**config.mk**
```make
export PLATFORM = sky130hd
export DESIGN_NAME = playfair_cipher_encryptor_unit
export DESIGN_NICKNAME = d
export VERILOG_FILES = /design/src/rtl/core/pf_pkg.sv /design/src/rtl/core/pf_ram.sv /design/src/rtl/core/pf_out_buf.sv /design/src/rtl/core/playfair_cipher_encryptor_unit.sv
export SDC_FILE = /design/constraint.sdc
export NUM_CORES = 1
export LEC_CHECK = 0
export ABC_AREA = 1
export BUFFER_PORTS_ARGS = -buffer_cell sky130_fd_sc_hd__buf_2
export CORE_UTILIZATION = 50
export DETAILED_ROUTE_END_ITERATION = 12
export PLACE_DENSITY = 0.78
export SLEW_MARGIN = 20
export SYNTH_ARGS = -nofsm -noshare
export SYNTH_HDL_FRONTEND = slang
export SYNTH_SLANG_ARGS = --single-unit
export TNS_END_PERCENT = 10
```
**constraint.sdc**
```tcl
create_clock -name i_clk -period 5.2 [get_ports i_clk]
set_input_delay 0.78 -clock i_clk [delete_from_list [all_inputs] [get_ports i_clk]]
set_output_delay 0.78 -clock i_clk [all_outputs]
set_load 0.005 [all_outputs]
```
**src/rtl/core/pf_pkg.sv**
```systemverilog
// shared types, constants and square arithmetic for the playfair encryptor
`default_nettype none

package pf_pkg;

    localparam int ALPHA  = 26;
    localparam int CELLS  = 25;
    localparam int SIDE   = 5;
    localparam int LW     = 5;
    localparam int DATA_W = 8;
    localparam int REQ_W  = 3;

    typedef logic [LW-1:0]    t_letter;
    typedef logic [4:0]       t_cell;
    typedef logic [2:0]       t_rc;
    typedef logic [REQ_W-1:0] t_req;

    localparam t_letter LET_I = 5'd8;
    localparam t_letter LET_J = 5'd9;
    localparam t_letter LET_X = 5'd23;

    localparam t_req REQ_NEW_KEY = 3'd0;
    localparam t_req REQ_KEY     = 3'd1;
    localparam t_req REQ_FINISH  = 3'd2;
    localparam t_req REQ_PLAIN   = 3'd3;
    localparam t_req REQ_FLUSH   = 3'd4;

    function automatic t_letter fold_j(t_letter c);
        return (c == LET_J) ? LET_I : c;
    endfunction

    function automatic t_rc cell_row(t_cell p);
        t_rc r;
        if (p >= 5'd20) begin
            r = 3'd4;
        end else if (p >= 5'd15) begin
            r = 3'd3;
        end else if (p >= 5'd10) begin
            r = 3'd2;
        end else if (p >= 5'd5) begin
            r = 3'd1;
        end else begin
            r = 3'd0;
        end
        return r;
    endfunction

    function automatic t_rc cell_col(t_cell p);
        t_cell base;
        base = t_cell'(cell_row(p)) * t_cell'(SIDE);
        return t_rc'(p - base);
    endfunction

    function automatic t_rc wrap_inc(t_rc v);
        return (v == t_rc'(SIDE - 1)) ? t_rc'(0) : t_rc'(v + 3'd1);
    endfunction

    function automatic t_cell cell_index(t_rc r, t_rc c);
        return t_cell'(r) * t_cell'(SIDE) + t_cell'(c);
    endfunction

endpackage

`default_nettype wire

```
**src/rtl/core/pf_ram.sv**
```systemverilog
// generic single-write, single-read ram with registered read data
`default_nettype none

module pf_ram #(
    parameter int WIDTH = 5,
    parameter int DEPTH = 32
) (
    input  wire logic                     i_clk,
    input  wire logic                     i_we,
    input  wire logic [$clog2(DEPTH)-1:0] i_waddr,
    input  wire logic [WIDTH-1:0]         i_wdata,
    input  wire logic [$clog2(DEPTH)-1:0] i_raddr,
    output logic      [WIDTH-1:0]         o_rdata
);

    logic [WIDTH-1:0] r_mem [DEPTH];

    always_ff @(posedge i_clk) begin
        if (i_we) begin
            r_mem[i_waddr] <= i_wdata;
        end
        o_rdata <= r_mem[i_raddr];
    end

endmodule

`default_nettype wire

```
**src/rtl/core/pf_out_buf.sv**
```systemverilog
// two-entry result buffer that hands out one digraph on the master stream
`default_nettype none

module pf_out_buf (
    input  wire logic                  i_clk,
    input  wire logic                  i_rst_n,
    input  wire logic                  i_push,
    input  wire pf_pkg::t_letter       i_first,
    input  wire pf_pkg::t_letter       i_second,
    output logic                       o_empty,
    output logic                       o_m_tvalid,
    input  wire logic                  i_m_tready,
    output logic [pf_pkg::DATA_W-1:0]  o_m_tdata,   // [4:0] cipher_letter, rest zero
    output logic                       o_m_tlast    // last_of_pair
);

    import pf_pkg::*;

    logic [1:0] r_cnt;
    logic [1:0] n_cnt;
    t_letter    r_first;
    t_letter    r_second;
    logic       pop;

    assign pop        = o_m_tvalid && i_m_tready;
    assign o_empty    = (r_cnt == 2'd0);
    assign o_m_tvalid = !o_empty;
    assign o_m_tdata  = DATA_W'((r_cnt == 2'd2) ? r_first : r_second);
    assign o_m_tlast  = (r_cnt == 2'd1);

    always_comb begin
        n_cnt = r_cnt;
        if (i_push) begin
            n_cnt = 2'd2;
        end else if (pop) begin
            n_cnt = r_cnt - 2'd1;
        end
    end

    always_ff @(posedge i_clk) begin
        if (!i_rst_n) begin
            r_cnt <= 2'd0;
        end else begin
            r_cnt <= n_cnt;
        end
        if (i_push) begin
            r_first  <= i_first;
            r_second <= i_second;
        end
    end

endmodule

`default_nettype wire

```
**src/rtl/core/playfair_cipher_encryptor_unit.sv**
```systemverilog
// playfair encryptor: key square build, digraph pairing and encryption
//
// slave stream: tuser carries the request kind (new key, key letter, finish
// key, plaintext letter, flush), tdata[4:0] the letter code. master stream:
// tdata[4:0] is a ciphertext letter, tlast marks the second letter of a pair.
// a request is taken only while the control sequencer is idle.
// new key and key letter requests leave the sequencer idle; a finish request
// walks the alphabet one letter per cycle through the write ports of the
// square and position memories.
// a plaintext letter that closes a pair, or a flush with a pending letter,
// runs two position lookups then two square lookups, in turn on the single
// read port of each memory. the first cipher letter is valid once the pair
// is registered in the output buffer, the second once the first is taken.
// both result letters wait in an output buffer, so the next request is taken
// while the receiver stalls; a new pair waits in its last step until the
// buffer has drained.
// reset empties the buffer and clears the letter set, fill count and the
// pending letter; the memories keep their contents until rewritten.
`default_nettype none

module playfair_cipher_encryptor_unit (
    input  wire logic                  i_clk,
    input  wire logic                  i_rst_n,
    input  wire logic                  i_s_tvalid,
    output logic                       o_s_tready,
    input  wire logic [pf_pkg::DATA_W-1:0] i_s_tdata, // [4:0] letter, rest zero
    input  wire logic [pf_pkg::REQ_W-1:0]  i_s_tuser, // [2:0] req_type
    output logic                       o_m_tvalid,
    input  wire logic                  i_m_tready,
    output logic [pf_pkg::DATA_W-1:0]  o_m_tdata,     // [4:0] cipher_letter, rest zero
    output logic                       o_m_tlast      // last_of_pair
);

    import pf_pkg::*;

    localparam logic [2:0] S_IDLE = 3'd0;
    localparam logic [2:0] S_FILL = 3'd1;
    localparam logic [2:0] S_PA   = 3'd2;
    localparam logic [2:0] S_PB   = 3'd3;
    localparam logic [2:0] S_SA   = 3'd4;
    localparam logic [2:0] S_SB   = 3'd5;
    localparam logic [2:0] S_OUT  = 3'd6;

    logic [2:0]       r_state, n_state;
    logic [ALPHA-1:0] r_used, n_used;
    t_cell            r_fill, n_fill;
    t_letter          r_k, n_k;
    t_letter          r_pend, n_pend;
    logic             r_pv, n_pv;
    t_letter          r_b, n_b;
    t_cell            r_pa, n_pa;
    t_cell            r_ib, n_ib;
    t_letter          r_oa, n_oa;
    t_letter          r_ob, n_ob;

    logic    accept;
    t_req    req;
    t_letter raw;
    t_letter c;
    logic    in_ok;
    t_letter enc_b;

    t_letter pl_letter;
    logic    pl_req;
    logic    pl_do;

    t_letter pos_raddr;
    t_letter pos_rdata;
    t_cell   sq_raddr;
    t_letter sq_rdata;

    t_cell pb;
    t_rc   ra, ca, rb, cb;
    t_cell ia, ib;

    logic buf_empty;
    logic buf_push;
    t_letter buf_first, buf_second;

    assign o_s_tready = (r_state == S_IDLE);
    assign accept     = i_s_tvalid && o_s_tready;
    assign req        = i_s_tuser;
    assign raw        = i_s_tdata[LW-1:0];
    assign in_ok      = (raw < t_letter'(ALPHA));
    assign c          = fold_j(raw);
    assign enc_b      = ((req == REQ_FLUSH) || (r_pend == c)) ? LET_X : c;

    // key placement, from a key letter request or the finishing walk
    assign pl_letter = (r_state == S_FILL) ? r_k : c;
    assign pl_req    = ((r_state == S_FILL) && (r_k != LET_J))
                    || (accept && (req == REQ_KEY) && in_ok);
    assign pl_do     = pl_req && (r_fill < t_cell'(CELLS)) && !r_used[pl_letter];

    // lookup address muxes
    assign pos_raddr = (r_state == S_IDLE) ? r_pend : r_b;
    assign sq_raddr  = (r_state == S_SA) ? r_ib : ia;

    assign pb = (pos_rdata >= t_letter'(CELLS)) ? t_cell'(0) : t_cell'(pos_rdata);
    assign ra = cell_row(r_pa);
    assign ca = cell_col(r_pa);
    assign rb = cell_row(pb);
    assign cb = cell_col(pb);

    always_comb begin
        if (ca == cb) begin
            ia = cell_index(wrap_inc(ra), ca);
            ib = cell_index(wrap_inc(rb), cb);
        end else if (ra == rb) begin
            ia = cell_index(ra, wrap_inc(ca));
            ib = cell_index(rb, wrap_inc(cb));
        end else begin
            ia = cell_index(ra, cb);
            ib = cell_index(rb, ca);
        end
    end

    always_comb begin
        n_state    = r_state;
        n_used     = r_used;
        n_fill     = r_fill;
        n_k        = r_k;
        n_pend     = r_pend;
        n_pv       = r_pv;
        n_b        = r_b;
        n_pa       = r_pa;
        n_ib       = r_ib;
        n_oa       = r_oa;
        n_ob       = r_ob;
        buf_push   = 1'b0;
        buf_first  = r_oa;
        buf_second = sq_rdata;

        unique case (r_state)
            S_IDLE: begin
                if (accept) begin
                    unique case (req)
                        REQ_NEW_KEY: begin
                            n_used = '0;
                            n_fill = '0;
                            n_pv   = 1'b0;
                        end
                        REQ_FINISH: begin
                            n_k     = '0;
                            n_state = S_FILL;
                        end
                        REQ_PLAIN: begin
                            if (in_ok) begin
                                if (!r_pv) begin
                                    n_pend = c;
                                    n_pv   = 1'b1;
                                end else begin
                                    // doubled letter stays pending
                                    n_pv    = (r_pend == c);
                                    n_b     = enc_b;
                                    n_state = S_PA;
                                end
                            end
                        end
                        REQ_FLUSH: begin
                            if (r_pv) begin
                                n_pv    = 1'b0;
                                n_b     = enc_b;
                                n_state = S_PA;
                            end
                        end
                        default: begin
                        end
                    endcase
                end
            end
            S_FILL: begin
                n_k = r_k + 5'd1;
                if (r_k == t_letter'(ALPHA - 1)) begin
                    n_state = S_IDLE;
                end
            end
            S_PA: begin
                n_pa    = pb;
                n_state = S_PB;
            end
            S_PB: begin
                n_ib    = ib;
                n_state = S_SA;
            end
            S_SA: begin
                n_oa    = sq_rdata;
                n_state = S_SB;
            end
            S_SB: begin
                if (buf_empty) begin
                    buf_push = 1'b1;
                    n_state  = S_IDLE;
                end else begin
                    n_ob    = sq_rdata;
                    n_state = S_OUT;
                end
            end
            S_OUT: begin
                buf_second = r_ob;
                if (buf_empty) begin
                    buf_push = 1'b1;
                    n_state  = S_IDLE;
                end
            end
            default: begin
                n_state = S_IDLE;
            end
        endcase

        if (pl_do) begin
            n_used[pl_letter] = 1'b1;
            n_fill            = r_fill + 5'd1;
        end
    end

    always_ff @(posedge i_clk) begin
        if (!i_rst_n) begin
            r_state <= S_IDLE;
            r_used  <= '0;
            r_fill  <= '0;
            r_k     <= '0;
            r_pend  <= '0;
            r_pv    <= 1'b0;
        end else begin
            r_state <= n_state;
            r_used  <= n_used;
            r_fill  <= n_fill;
            r_k     <= n_k;
            r_pend  <= n_pend;
            r_pv    <= n_pv;
        end
        r_b  <= n_b;
        r_pa <= n_pa;
        r_ib <= n_ib;
        r_oa <= n_oa;
        r_ob <= n_ob;
    end

    pf_ram #(
        .WIDTH (LW),
        .DEPTH (CELLS)
    ) u_square (
        .i_clk   (i_clk),
        .i_we    (pl_do),
        .i_waddr (r_fill),
        .i_wdata (pl_letter),
        .i_raddr (sq_raddr),
        .o_rdata (sq_rdata)
    );

    pf_ram #(
        .WIDTH (LW),
        .DEPTH (ALPHA)
    ) u_position (
        .i_clk   (i_clk),
        .i_we    (pl_do),
        .i_waddr (pl_letter),
        .i_wdata (r_fill),
        .i_raddr (pos_raddr),
        .o_rdata (pos_rdata)
    );

    pf_out_buf u_out_buf (
        .i_clk      (i_clk),
        .i_rst_n    (i_rst_n),
        .i_push     (buf_push),
        .i_first    (buf_first),
        .i_second   (buf_second),
        .o_empty    (buf_empty),
        .o_m_tvalid (o_m_tvalid),
        .i_m_tready (i_m_tready),
        .o_m_tdata  (o_m_tdata),
        .o_m_tlast  (o_m_tlast)
    );

endmodule

`default_nettype wire
```
==> reports/metrics.sh, run 1 <==
GRT_FIRST_PASS_WIRELENGTH_UM=56700
NUMBER_OF_DETAILED_ROUTE_ITERATIONS_IN_THE_FIRST_PASS=5
GRT_START_MAX_NET_PINS=66
MAPPEDNETLISTAREA_UM2=16100
ANTENNA_FOUND_INITIAL=0
POST_CTS_RESIZE_COUNT=0
NUM_IO_PINS=26
POWER.COMBINATIONAL.FRACTION=0.484
CTS_SETUP_BUFFERS=0
FINAL_HOLD_VIO_COUNT=0
MAX_CAP_VIOL_COUNT=0
INTERNAL_CELL_POWER_mW=6.43
SYNTH-ASYNC-RESET-RATIO=0
NUMPORTBUFFERS=19
CP_DATA_REQUIRED_TIME_NS=5.68
CLOCK_TREE_SINKS=347
POWER.SEQUENTIAL.FRACTION=0.289
CLKPWRFRAC=0.227
TOP_REGISTER='u_position.r_mem'
POWER.IR.VDD_WORST_uV=374
SWITCHINGPOWER_mW=4.71
SYNTH_SIMPLE_GATE_AREA_SHARE=0.177
CP_MAX_FO=26
MAX-CLOCK-PATH-BUFFERS=3
WIRELENGTH_UM=35700
HP-CLASS='reg -> reg'
ANTENNA_VIOLATING_NETS_POST_ROUTE=0
RD_PLACE_CONGESTION=0.899
AREA_GROWTH_SYN_TO_LAYOUT_PCT=10.4
TOP_CELLS_BY_AREA_IN_THE_SYNTHESIZED_NETLIST='edfxtp_1 (54%), dfxtp_1 (7.1%), nand2_1 (6.1%)'
LEAKAGE_nW=7.20
CTS_TREE='built'
FIRST_GLOBAL_VIAS=10974
TIMING.FINAL.MAX_SLEW_VIOLATIONS=0
FINAL-INSTANCE-COUNT-EXCL-FILL=2034
GR_UTIL_ALL_LAYERS=0.218
LAYOUT_WORST_PATH_CYCLE_SHARE=0.907
CLK_TREE_ROOT_CELL='clkbuf_16'
CTS_HOLD_BUF=0
POWER-PER-CELL-AREA_nW_PER_UM2=626
WORST_PIN_SLEW_NS=1.09
POST_ROUTE_MINIMUM_PERIOD_NS=4.72
DP.CELLS=1968
ANTENNA_CELLS_INSERTED=0
FINAL_CELL_MIX='edfxtp_1 (290), nand2_1 (263), inv_1 (207)'
WORSTSETUPENDPOINTTYPE='flip-flop'
FILLCELLCOUNT=2527
CLOCK.FMAX_GHz=0.212
LARGEST_REG_FLOPS=130
HPWLAFTERDP_UM=23000
START_UTIL=0.510
FLOORPLAN_DIE_AREA_UM2=33000
WIRE_PER_INST_UM=17.5
YOSYSTOPAREACELL='edfxtp_1'
REGISTER_AREA_UM2=9850
TIMING.FINAL.SETUP_VIOLATIONS=0
CORE_REGION_AREA_UM2=31600
CLOCK_PIN_TRANSITION_ON_THE_WORST_SETUP_AND_HOLD_TIMING_PATHS_NS=0.06
SYNTH_XOR_AREA_FRAC=0.0109
DIE_HEIGHT_UM=182
FRACTION_OF_FINAL_LAYOUT_CELLS_SIZED_BEYOND_DRIVE_STRENGTH_1=0.0901
GRT_OVERFLOW=0
SYNTH-SEQ-AREA-SHARE=0.611
VIAS_PER_CELL=5.64
TOTAL_POWER_mW=11.1
CLOCK_LATENCY_NS=0.54
HTREEDEPTH=2
MULTI_INPUT_COMB_AREA_UM2=5160
REG_TOP3='u_position.r_mem (130), u_square.r_mem (125), r_used (26)'
WORST_CLOCK_SKEW_NS=0.0203
ROWS=65
SYN-INSTANCE-COUNT=1586
DIE_X_UM=182
FINAL_COMMON_CELL='edfxtp_1'
SYNTH_ENABLE_FLOP_CELLS=290
DRT_DRC_VIOLATIONS_LEFT=0
CP.ARRIVAL_NS=5.20
SYNTH-MAIN-FF-CELL='edfxtp_1'
NUM-NETS-FINAL=1665
UTILIZATION=0.563
RUN_STATUS='completed'
YS_SEQ_ELEMENTS=347
MAXSLEWHEADROOM=0.269
DP_SLACK_NS=0.393
DETAILEDROUTE.FIRSTITERATIONVIOLATIONS=1292
CTS_INSERTED_BUFFERS=37
WORSTSETUPSTARTPOINTTYPE='flip-flop'
SYNTH.MUX.AREA_FRACTION=0.00628
TNS_NS=0
YOSYS_WARNINGS=0
SYNTH_TOP_FAMILY_BY_AREA='simple AND/OR/NAND/NOR gates'
DR_TOTAL_VIAS=11464
FINALWORSTSETUPSLACK_NS=0.482
ADDER_AND_MAJORITY_GATE_PORTION_OF_THE_SYNTHESIZED_AREA=0.0377
SETUP_REPAIR_AFTER_GLOBAL_ROUTING_MISSED_ITS_MARGIN='no'
SYNTH-COMPOUND-AREA-SHARE=0.0867
SYN-MEAN-INSTANCE-AREA_UM2=10.2
YOSYS.AREA.TOP_TYPE_SHARE=0.540
CRITICALPATHCATEGORY='reg -> reg'
POST_SYNTH_NUM_CELL_TYPES=47
FRACTION_OF_POWER_SPENT_SWITCHING_NETS=0.423
[path summary, 6_finish.rpt]
path	startpoint	slack, ns	cells past startpoint	to
max	r_pa[2]$_DFFE_PP_	0.48	27	u_square.o_rdata[2]$_DFF_P_
min reg2reg	buf_first[4]$_DFFE_PP_	0.42	0	u_out_buf.r_first[4]$_DFFE_PP_
min	buf_first[4]$_DFFE_PP_	0.42	0	u_out_buf.r_first[4]$_DFFE_PP_
max reg2reg	r_pa[2]$_DFFE_PP_	0.48	27	u_square.o_rdata[2]$_DFF_P_
[cells in the mapped netlist, types with 15 or more instances]
cell,count
a21oi_1,55
buf_2,18
clkbuf_1,34
dfxtp_1,57
edfxtp_1,290
ha_1,39
inv_1,207
nand2_1,264
nand3_1,177
nand3b_1,26
nor2_1,127
nor3_1,15
o21ai_0,109
o221ai_1,19
[worst max-delay path: stages, from the launching register on]
cell and delay, ns:
edfxtp_1 0.47, nand2_1 0.10, inv_1 0.05, nor2_2 0.16, nand2_1 0.10, nand2_1 0.12
inv_1 0.10, nor2_1 0.13, ha_1 0.16, inv_1 0.05, fa_1 0.61, inv_1 0.09
ha_1 0.20, a21oi_1 0.14, nand2_1 0.06, o21ai_0 0.08, ha_1 0.22, fa_1 0.44
nand2_1 0.08, nand3_1 0.06, nand2_1 0.21, buf_4 0.36, nand3_1 0.16, nand3_1 0.14
nand3_1 0.14, nand2_1 0.10, nand2_1 0.05, nand2_1 0.07
[power groups by stage]
stage	logic [mW]	clock network, mW	registers [mW]
after CTS	5.37	2.55	3.22
after floorplan	4.06	0	3.26
after global routing	6.08	2.66	3.23
after global placement	5.19	0	3.28
after detailed placement	5.33	0	3.28
final	5.39	2.53	3.23
[per-layer routing]
metal | vias up | share of wire | track usage | wire length, µm
met5 | - | 0 | 0 | 0
met3 | 59 | 0.073 | 0.0321 | 2610
li1 | 5459 | - | - | -
met4 | 0 | 0.023 | 0.0661 | 820
met1 | 5480 | 0.42 | 0.291 | 14900
met2 | 466 | 0.49 | 0.370 | 17300
[cell families (layout without fill, tap and decap cells)]
group / Yosys count / count (layout)
buffers and inverters: 286 / 330
muxes: 9 / 9
AOI/OAI and AO/OA: 240 / 240
adders and majority gates: 45 / 45
DFF: 347 / 347
other: 1 / 3
and+or+nand+nor: 638 / 638
xor gates and xnor gates: 20 / 20
[through the flow]
stage          area, µm²  hold slack, ns
3_5_place_dp       16600           0.405
3_3_place_gp       16600           0.400
2_1_floorplan      16100           0.400
5_1_grt            17800           0.427
6_report           17800           0.418
4_1_cts            17800           0.418
[cell type report]
| type | count | share of cell area |
|---|---|---|
| clock buffer | 49 | 0.0574 |
| clock inverter | 17 | 0.00843 |
| inverter | 221 | 0.0466 |
| multi-input combinational | 955 | 0.290 |
| sequential | 347 | 0.553 |
| tap | 402 | 0.0283 |
| timing repair buffer | 43 | 0.0162 |
Note: power is estimated with default switching activity, not from simulation.
==> run 2: changes to the inputs <==
--- a/config.mk
+++ b/config.mk
@@ -5,11 +5,11 @@
 export SDC_FILE = /design/constraint.sdc
 export NUM_CORES = 1
 export LEC_CHECK = 0
-export ABC_AREA = 1
-export BUFFER_PORTS_ARGS = -buffer_cell sky130_fd_sc_hd__buf_2
+export ABC_AREA = 0
+export BUFFER_PORTS_ARGS = -buffer_cell sky130_fd_sc_hd__buf_4
 export CORE_UTILIZATION = 50
 export DETAILED_ROUTE_END_ITERATION = 12
-export PLACE_DENSITY = 0.78
+export PLACE_DENSITY_LB_ADDON = 0.08
 export SLEW_MARGIN = 20
 export SYNTH_ARGS = -nofsm -noshare
 export SYNTH_HDL_FRONTEND = slang
==> run 2 against run 1 <==
  * The run now ends with DRC left
  * Sequential power rose by 2%
  * Global-route usage fell by 0.49 points
  * Sequential cell count did not move
  * Clock skew rose by 0.0075 ns
  * Sequential share of layout area rose by 0.18 points
==> reports/metrics.sh, run 2 <==
DIE_HEIGHT_UM=179
POST_SYNTH_MOST_FREQUENT_CELLS='edfxtp_1 (290), nand2_1 (152), nor2_1 (103)'
WORSTPATHBUFFERINVERTERCOUNT=6
TOP_REGISTER='u_position.r_mem'
CRITPATHMAXSTAGEDELAY_NS=0.54
WIRELENGTH_UM=33600
POWER.IR.VDD_WORST_uV=608
CRIT_PATH_CELL_TRACE='buf_4 -> nand2b_1 -> nor2_1 -> a211oi_2 -> nor2_1 -> ha_1 -> inv_1 -> fa_2 -> inv_1 -> a2111oi_0 -> or3_4 -> inv_1 -> ha_1 -> ha_1 -> a21o_1 -> a21oi_1 -> xnor2_1 -> a311oi_2 -> buf_4 -> nor3_2 -> buf_4 -> a32oi_1 -> nand4_1'
FINALWORSTSETUPSLACK_NS=0.229
LARGEST_REG_FLOPS=130
DRT_DRC_VIOLATIONS_LEFT=13
FIRST_GLOBAL_VIAS=8926
SYNTH_ENABLE_FLOP_CELLS=290
NUMBER_OF_DETAILED_ROUTE_ITERATIONS_IN_THE_FIRST_PASS=9
CLK_TREE_ROOT_CELL='clkbuf_16'
CTS_HOLD_BUF=0
POWER.COMBINATIONAL.FRACTION=0.518
REG_TOP3='u_position.r_mem (130), u_square.r_mem (125), r_used (26)'
WORST_HOLD_SLACK_NS=0.412
POWER-PER-CELL-AREA_nW_PER_UM2=690
MAX-CLOCK-PATH-BUFFERS=3
GR_UTIL_ALL_LAYERS=0.213
NUM-NETS-FINAL=1293
FLOORPLAN_DIE_AREA_UM2=32100
FINAL_COMMON_CELL='edfxtp_1'
DIE_X_UM=179
DETAILEDROUTE.FIRSTITERATIONVIOLATIONS=745
START_UTIL=0.510
TIMING.CRITICAL_PATH.MAX_DELAY_FAMILY='compound AO/OA/AOI/OAI gates'
VIAS_PER_CELL=5.65
YOSYS.AREA.TOP_TYPE_SHARE=0.555
SYNTH-SEQ-AREA-SHARE=0.628
GRT_FIRST_PASS_WIRELENGTH_UM=51100
CP_DATA_REQUIRED_TIME_NS=5.60
DR_TOTAL_VIAS=9366
ANTENNA_FOUND_INITIAL=0
POWER.SEQUENTIAL.FRACTION=0.269
WORST_CLOCK_SKEW_NS=0.0278
FINAL_HOLD_VIO_COUNT=0
FINAL_CELL_MIX='edfxtp_1 (290), nand2_1 (151), nor2_1 (103)'
WORST_PIN_SLEW_NS=0.985
CLKPWRFRAC=0.213
HTREEDEPTH=2
REGTOREGSETUPSLACK_NS=0.23
YOSYSTOPAREACELL='edfxtp_1'
INTERNAL_CELL_POWER_mW=7.27
CLOCK_PIN_TRANSITION_ON_THE_WORST_SETUP_AND_HOLD_TIMING_PATHS_NS=0.06
MAPPEDNETLISTAREA_UM2=15700
AREA_GROWTH_SYN_TO_LAYOUT_PCT=13.1
RUN_STATUS='finished with violations'
TIMING.FINAL.MAX_SLEW_VIOLATIONS=0
YOSYS_WARNINGS=0
SYN-MEAN-INSTANCE-AREA_UM2=13.3
CPMAXSTAGEDELAYCELL='a2111oi_0'
DP_SLACK_NS=-0.138
SYNTH-MAIN-FF-CELL='edfxtp_1'
SWITCHINGPOWER_mW=4.97
MAXSLEWHEADROOM=0.338
CTS_INSERTED_BUFFERS=37
WORSTSETUPENDPOINTTYPE='flip-flop'
TOP_CELLS_BY_AREA_IN_THE_SYNTHESIZED_NETLIST='edfxtp_1 (55%), dfxtp_1 (7.3%), mux4_2 (5.0%)'
GRT_OVERFLOW=0
CLOCK_LATENCY_NS=0.53
RD_PLACE_CONGESTION=0.821
HPWLAFTERDP_UM=21800
YS_SEQ_ELEMENTS=347
LAYOUT_WORST_PATH_CYCLE_SHARE=0.956
TIMING.FINAL.SETUP_VIOLATIONS=0
FRACTION_OF_FINAL_LAYOUT_CELLS_SIZED_BEYOND_DRIVE_STRENGTH_1=0.174
SYNTH-ASYNC-RESET-RATIO=0
CTS_TREE='built'
GRT_START_MAX_NET_PINS=51
MAX_CAP_VIOL_COUNT=0
CORE_REGION_AREA_UM2=30700
CP.ARRIVAL_NS=5.37
CP_MAX_FO=8
NUMPORTBUFFERS=19
ANTENNA_VIOLATING_NETS_POST_ROUTE=0
CLOCK_TREE_SINKS=347
POST_ROUTE_MINIMUM_PERIOD_NS=4.97
WORSTSETUPSTARTPOINTTYPE='flip-flop'
TOTAL_POWER_mW=12.2
ROWS=64
SYNTH_MOST_COMMON_CELL='edfxtp_1'
WIRE_PER_INST_UM=20.3
FRACTION_OF_POWER_SPENT_SWITCHING_NETS=0.406
CRITICALPATHCATEGORY='reg -> reg'
FAILED_CHECKS='DRC'
POST_SYNTH_NUM_CELL_TYPES=74
NUM_IO_PINS=26
ANTENNA_CELLS_INSERTED=0
SYN-INSTANCE-COUNT=1183
CLOCK.FMAX_GHz=0.201
LEAKAGE_nW=6.48
HP-CLASS='reg -> reg'
==> run 2: cell count changes after synthesis, moves of 20 or more <==
cell and change:
inv_1 -172, and2_1 +26, mux4_2 +35, nand3b_1 -21
nor2_1 -24, o21ai_0 -76, a21oi_1 -23, o21a_1 +20
nand3_1 -131, nand2_1 -112, mux2i_1 +51
==> run 2: layout make-up <==
| cell class | count | area (µm²) |
|---|---|---|
| inverter | 35 | 131 |
| tap | 396 | 495 |
| sequential | 347 | 9850 |
| timing repair buffer | 62 | 520 |
| clock buffer | 52 | 1080 |
| clock inverter | 15 | 133 |
| fill | 2510 | 13000 |
| multi-input combinational | 750 | 5530 |
==> run 2: power by group through the flow <==
stage / logic (mW) / clock network (mW) / registers [mW]
finish: 6.34 / 2.61 / 3.29
global placement: 6.06 / 0 / 3.35
floorplan: 4.48 / 0 / 3.31
CTS: 6.16 / 2.66 / 3.29
global route: 6.99 / 2.76 / 3.30
detailed placement: 6.11 / 0 / 3.35
==> run 2: what timing repair did <==
action,4_1_cts,5_1_grt
gates cloned,0,0
setup endpoints to repair,5,5
pin swaps,0,2
resized for setup,3,15
setup buffers,0,3
==> run 2: worst paths after layout <==
| check | start | end | cells past startpoint |
|---|---|---|---|
| worst max-delay path | r_pa[3]$_DFFE_PP_ | u_square.o_rdata[2]$_DFF_P_ | 23 |
| worst min-delay path | buf_first[0]$_DFFE_PP_ | u_out_buf.r_first[0]$_DFFE_PP_ | 0 |
| worst min register to register | buf_first[0]$_DFFE_PP_ | u_out_buf.r_first[0]$_DFFE_PP_ | 0 |
| worst max register to register | r_pa[3]$_DFFE_PP_ | u_square.o_rdata[2]$_DFF_P_ | 23 |
==> run 2: logic make-up (layout without fill, tap and decap cells) <==
group / Yosys count / after routing / synth area share
fa+ha+maj: 45 / 45 / 0.0388
other cells: 1 / 3 / 0.000239
mux: 113 / 113 / 0.103
compound gates: 154 / 154 / 0.0664
flops: 347 / 347 / 0.628
simple gates: 412 / 412 / 0.123
buf+inv: 88 / 164 / 0.0283
xor+xnor: 23 / 23 / 0.0128
==> run 2: layer usage <==
| layer | vias to the layer above | wire length (µm) | GRT usage |
|---|---|---|---|
| li1 | 4479 | - | - |
| met1 | 4609 | 15600 | 0.309 |
| met2 | 230 | 15700 | 0.338 |
| met3 | 48 | 1620 | 0.0295 |
| met4 | 0 | 687 | 0.0567 |
| met5 | - | 0 | 0 |
==> run 2: through the flow <==
stage | cell area [µm²] | std cells | setup TNS (ns) | util
floorplan | 15700 | 1185 | 0 | -
global placement | 16400 | 1586 | -0.169 | 0.533
detailed placement | 16400 | 1586 | -0.285 | 0.533
CTS | 17600 | 1653 | 0 | 0.573
global route | 17700 | 1657 | -0.209 | 0.577
finish | 17700 | 1657 | 0 | 0.577
